**config.mk**
```make
export PLATFORM = sky130hd
export DESIGN_NAME = lipr_lane
export DESIGN_NICKNAME = d
export VERILOG_FILES = /design/src/rtl/core/lipr_pkg.sv /design/src/rtl/core/lipr_lane.sv
export SDC_FILE = /design/constraint.sdc
export NUM_CORES = 1
export LEC_CHECK = 0
export ABC_AREA = 1
export ABC_CLOCK_PERIOD_IN_PS = 9200
export BUFFER_PORTS_ARGS = -buffer_cell sky130_fd_sc_hd__buf_2
export CORE_MARGIN = 8
export CORE_UTILIZATION = 35
export DETAILED_ROUTE_END_ITERATION = 12
export SYNTH_ARGS = -nofsm -noshare
export SYNTH_HDL_FRONTEND = slang
export SYNTH_SLANG_ARGS = --single-unit
```
**constraint.sdc**
```tcl
create_clock -name vclk -period 9.2
set_clock_uncertainty 0.05 [all_clocks]
set_input_delay 1.84 -clock vclk [all_inputs]
set_output_delay 1.84 -clock vclk [all_outputs]
set_load 0.05 [all_outputs]
```
**src/rtl/core/lipr_pkg.sv**
```systemverilog
`default_nettype none

package lipr_pkg;

	// Frame geometry limits and the counter widths that follow from them.
	localparam int MAX_WIDTH  = 1024;
	localparam int MAX_HEIGHT = 1024;
	localparam int COL_W      = (MAX_WIDTH > 1) ? $clog2(MAX_WIDTH) : 1;
	localparam int ROW_W      = (MAX_HEIGHT > 1) ? $clog2(MAX_HEIGHT) : 1;

	// Register and sample widths.
	localparam int SIZE_W  = 11;
	localparam int SEL_W   = 3;
	localparam int CH_W    = 8;
	localparam int NUM_CH  = 3;
	localparam int PIX_W   = NUM_CH * CH_W;
	localparam int RES_W   = 10;
	localparam int CALC_W  = CH_W + 3;

	// Width used to compare a position against a configured size.
	localparam int CNT_W = (COL_W > ROW_W) ? COL_W : ROW_W;
	localparam int CMP_W = ((CNT_W > SIZE_W) ? CNT_W : SIZE_W) + 1;

	// Configuration register indexes.
	localparam int CFG_IDX_W = 2;
	localparam logic [CFG_IDX_W-1:0] CFG_PRED_SEL   = 2'd0;
	localparam logic [CFG_IDX_W-1:0] CFG_IMG_WIDTH  = 2'd1;
	localparam logic [CFG_IDX_W-1:0] CFG_IMG_HEIGHT = 2'd2;

	// Predictor selector codes.
	localparam logic [SEL_W-1:0] PRED_ZERO       = 3'd0;
	localparam logic [SEL_W-1:0] PRED_LEFT       = 3'd1;
	localparam logic [SEL_W-1:0] PRED_ABOVE      = 3'd2;
	localparam logic [SEL_W-1:0] PRED_DIAG       = 3'd3;
	localparam logic [SEL_W-1:0] PRED_PLANE      = 3'd4;
	localparam logic [SEL_W-1:0] PRED_LEFT_HALF  = 3'd5;
	localparam logic [SEL_W-1:0] PRED_ABOVE_HALF = 3'd6;
	localparam logic [SEL_W-1:0] PRED_AVG        = 3'd7;

	// Register reset values.
	localparam logic [SEL_W-1:0]  RESET_SEL    = PRED_LEFT;
	localparam logic [SIZE_W-1:0] RESET_WIDTH  = SIZE_W'(1024);
	localparam logic [SIZE_W-1:0] RESET_HEIGHT = SIZE_W'(1024);

	// How a pixel is predicted, set by its place in the frame.
	typedef enum logic [1:0] {
		MODE_RAW,
		MODE_LEFT,
		MODE_ABOVE,
		MODE_PRED
	} mode_t;

	// Position information handed from the scan tracker to the lanes.
	typedef struct packed {
		mode_t mode;
		logic  row_end;
		logic  frame_end;
	} pos_t;

endpackage

`default_nettype wire

```
**src/rtl/core/lipr_lane.sv**
```systemverilog
`default_nettype none

module lipr_lane (
	input  var logic [lipr_pkg::CH_W-1:0]         x,
	input  var logic [lipr_pkg::CH_W-1:0]         a,
	input  var logic [lipr_pkg::CH_W-1:0]         b,
	input  var logic [lipr_pkg::CH_W-1:0]         c,
	input  var logic [lipr_pkg::SEL_W-1:0]        sel,
	input  var lipr_pkg::mode_t                   mode,
	output logic signed [lipr_pkg::RES_W-1:0]     resid
);

	logic signed [lipr_pkg::CALC_W-1:0] sx, sa, sb, sc;
	logic signed [lipr_pkg::CALC_W-1:0] d_bc, d_ac, h_bc, h_ac, s_ab;
	logic signed [lipr_pkg::CALC_W-1:0] pred, diff;

	// Widen the samples; halves of differences round toward zero.
	always_comb begin
		sx   = $signed({{(lipr_pkg::CALC_W-lipr_pkg::CH_W){1'b0}}, x});
		sa   = $signed({{(lipr_pkg::CALC_W-lipr_pkg::CH_W){1'b0}}, a});
		sb   = $signed({{(lipr_pkg::CALC_W-lipr_pkg::CH_W){1'b0}}, b});
		sc   = $signed({{(lipr_pkg::CALC_W-lipr_pkg::CH_W){1'b0}}, c});
		d_bc = sb - sc;
		d_ac = sa - sc;
		h_bc = (d_bc + $signed({{(lipr_pkg::CALC_W-1){1'b0}},
			d_bc[lipr_pkg::CALC_W-1]})) >>> 1;
		h_ac = (d_ac + $signed({{(lipr_pkg::CALC_W-1){1'b0}},
			d_ac[lipr_pkg::CALC_W-1]})) >>> 1;
		s_ab = sa + sb;
	end

	// Interior predictor chosen by the selector register.
	always_comb begin
		case (sel)
			lipr_pkg::PRED_ZERO:       pred = '0;
			lipr_pkg::PRED_LEFT:       pred = sa;
			lipr_pkg::PRED_ABOVE:      pred = sb;
			lipr_pkg::PRED_DIAG:       pred = sc;
			lipr_pkg::PRED_PLANE:      pred = sa + sb - sc;
			lipr_pkg::PRED_LEFT_HALF:  pred = sa + h_bc;
			lipr_pkg::PRED_ABOVE_HALF: pred = sb + h_ac;
			lipr_pkg::PRED_AVG:        pred = s_ab >>> 1;
			default:                   pred = '0;
		endcase
	end

	// Edge pixels use a fixed neighbor; the first pixel goes out raw.
	always_comb begin
		case (mode)
			lipr_pkg::MODE_RAW:   diff = sx;
			lipr_pkg::MODE_LEFT:  diff = sa - sx;
			lipr_pkg::MODE_ABOVE: diff = sb - sx;
			default:              diff = pred - sx;
		endcase
	end

	assign resid = $signed(diff[lipr_pkg::RES_W-1:0]);

endmodule

`default_nettype wire

```
==> results.txt <==
----------------------------------------------------
[Run status]
  Status ... complete, no violations

[Power]
  Ratio of total power to cell area ... 103 nW/µm²
  Leakage component of the power ... 2.45 nW
  VDD IR-drop max ... 51.0 µV

[Worst setup path]
  CP arrival ... 6.97 ns
  Worst setup path class ... in -> out
  Capturing element type of the critical path ... output port
  Startpoint of the most critical setup path ... b[0]
  Max Fanout on Critical Path ... 4
  Required @ worst endpoint ... 7.31 ns
  Cell repeated most along the worst path ... nand2_1
  Endpoint of the most critical setup path ... resid[9]
  Worst setup SP type ... input port
  CP peak stage delay ... 0.42 ns
  CP max stage cell ... o21ai_0

[Drt]
  Remaining number of nets flagged by the antenna check after routing ... 0
  Total DRC errors in the routed layout ... 0
  Total met3 wirelength after detailed routing ... 723 µm
  Total wire length ... 12800 µm
  Detailed router's first-iteration violation count ... 204
  Routed vias ... 4643
  Detail-routed net length per standard cell ... 14.7 µm
  Met1 Routed Length ... 5550 µm
  Met2 wirelength from detailed routing ... 6320 µm
  Count of TritonRoute iterations in the first routing pass ... 5
  Number of vias per cell ... 5.35
  Topmost layer with routed signal wires ... met4

[Logic synthesis]
  Number of distinct library cell variants in the gate-level netlist after synthesis ... 39
  Post-synthesis cell count ... 676
  Fraction of the mapped netlist area in simple logic gates ... 34.6%
  Share of cell area taken by muxes after synthesis ... 0%
  Synth Net Count ... 796
  Compound-cell area share of the yosys netlist ... 20.7%
  Post-Syn Area ... 4030 µm²
  Seq/Total Area, Yosys ... 0%
  Count of synthesis-stage warnings from yosys ... 0
  Fraction of the mapped netlist area in adder cells ... 27.5%
  Mean post-synth cell area ... 5.95 µm²
  Largest family of logic cells by synthesized area ... simple AND/OR/NAND/NOR gates
  Xor and xnor area share after synthesis ... 5.44%

[Global route]
  Global-route wire length before repair ... 21100 µm
  Global route total overflow ... 0
  Antenna violations before repair ... 0
  Global-route usage over all layers ... 16.9%
  Vias in the first global route ... 4657
  Maximum number of pins on one net before global-route repair ... 9

[Layout]
  # clk buffers ... 0
  Number of nets in the finished design ... 847
  Leading cell type in the layout, fill and taps excluded ... nand2_1
  Synthesis-to-layout area growth ... 11.2%
  Post-route non-filler standard cell count ... 868
  Area of all sequential standard cells ... 0 µm²
  Top library cells by usage in the layout, fill and taps aside ... nand2_1 (136), inv_1 (126), ha_1 (74), nor2_1 (69), a21oi_1 (57)
  ANT cells ... 0
  FF+latch count ... 0
  Share of final-layout standard cells stronger than drive strength 1 ... 11.4%

[STA]
  RSZ-0062 raised after global routing ... false
  Top achievable clock speed ... 113 MHz
  Final-report max-slew violation count ... 0
  Total Negative Setup Slacks ... 0 ns
  Final-report setup violation count ... 0
  Relative slew slack ... 27.4%
  Slew at the pin with the worst max-slew slack ... 1.08 ns
  Share of the clock period used by the worst path ... 96.3%
  Clock period minus worst slack ... 8.86 ns
  Number of hold violations in the final report ... 0

[Placed design]
  Weighted congestion reported at the end of routability-driven placement ... 0.955
  Placed cells ... 867
  Placed wire-length estimate after detailed placement ... 11300 µm
  Port Buffers ... 47

[Floorplan]
  Starting utilization of the core area ... 35.6%
  Number of standard-cell rows in the floorplan ... 39
  Floorplan Core Area ... 11300 µm²
  I/O pins ... 47
  Floorplan die width ... 123 µm
  Area of the die ... 15200 µm²
  Overall die height ... 123 µm

[Clock tree]
  Hold-fix buffers at CTS ... 0

[Hold path]
  HP Class ... in -> out
  Instance count along the most critical hold path ... 4

[Flow run]
  MaxCap Viol Count ... 0

----------------------------------------------------
## final cells by class
class,instances,area (µm²)
Multi-Input combinational cell,550,3570
Timing Repair Buffer,49,258
Tap cell,143,179
Fill cell,1224,6840
Inverter,126,473
## per-stage QoR
step / area [µm²] / hold slack [ns] / total power, mW / worst slack, ns / utilization, %
5_1_grt: 4480 / 4.13 / 0.519 / 0.0123 / 39.5
6_report: 4480 / 4.09 / 0.462 / 0.339 / 39.5
2_1_floorplan: 4030 / 4.01 / 0.342 / 1.04 / -
4_1_cts: 4450 / 4.10 / 0.453 / 0.210 / 39.3
3_3_place_gp: 4450 / 4.09 / 0.441 / 0.276 / 39.3
3_5_place_dp: 4450 / 4.09 / 0.451 / 0.212 / 39.3
## per-layer routing
metal  GRT usage [%]  vias up
met5               0        -
met4            2.93        0
met1            20.8     2122
li1                -     2373
met3           0.457       15
met2            32.2      133
## where the power goes
part           switching, mW  internal, mW
Combinational          0.294         0.168
Clock                      0             0
Sequential                 0             0
## critical path: cells and delay by family
kind	cells	cell delay (ns)
fa+ha+maj	6	1.96
compound gates	6	1.18
simple gates	12	1.32
buf+inv	5	0.64
## worst min-delay path by stage
stage / from / to / slack, ns
floorplan: x[2] / resid[2] / 4.01
global placement: x[2] / resid[2] / 4.09
detailed placement: x[2] / resid[2] / 4.09
CTS: x[2] / resid[2] / 4.10
global route: x[5] / resid[5] / 4.13
finish: x[2] / resid[2] / 4.09
## cell usage after synthesis, drive strengths merged, types with 6 or more instances
cell type / instances / area [µm²]
a21oi: 59 / 303
a221oi: 6 / 52.6
fa: 9 / 180
ha: 74 / 926
inv: 126 / 473
nand2: 145 / 567
nand3: 45 / 263
nand3b: 8 / 60.1
nand4: 12 / 75.1
nor2: 74 / 305
nor3: 9 / 45.0
o2111ai: 6 / 52.6
o21ai: 31 / 155
o21bai: 12 / 90.1
or2: 8 / 52.6
xor2: 20 / 175
## cell families after synthesis
family	Yosys count
adder cells (fa/ha/maj)	83
buffers and inverters	126
AO/OA/AOI/OAI	137
AND/OR/NAND/NOR	305
XOR/XNOR	25
## timing repair
item	in CTS	in global routing
resized for setup	0	8
buffers inserted	0	1
setup endpoints to repair	0	5
No activity file was read; power rests on OpenSTA's default activity.
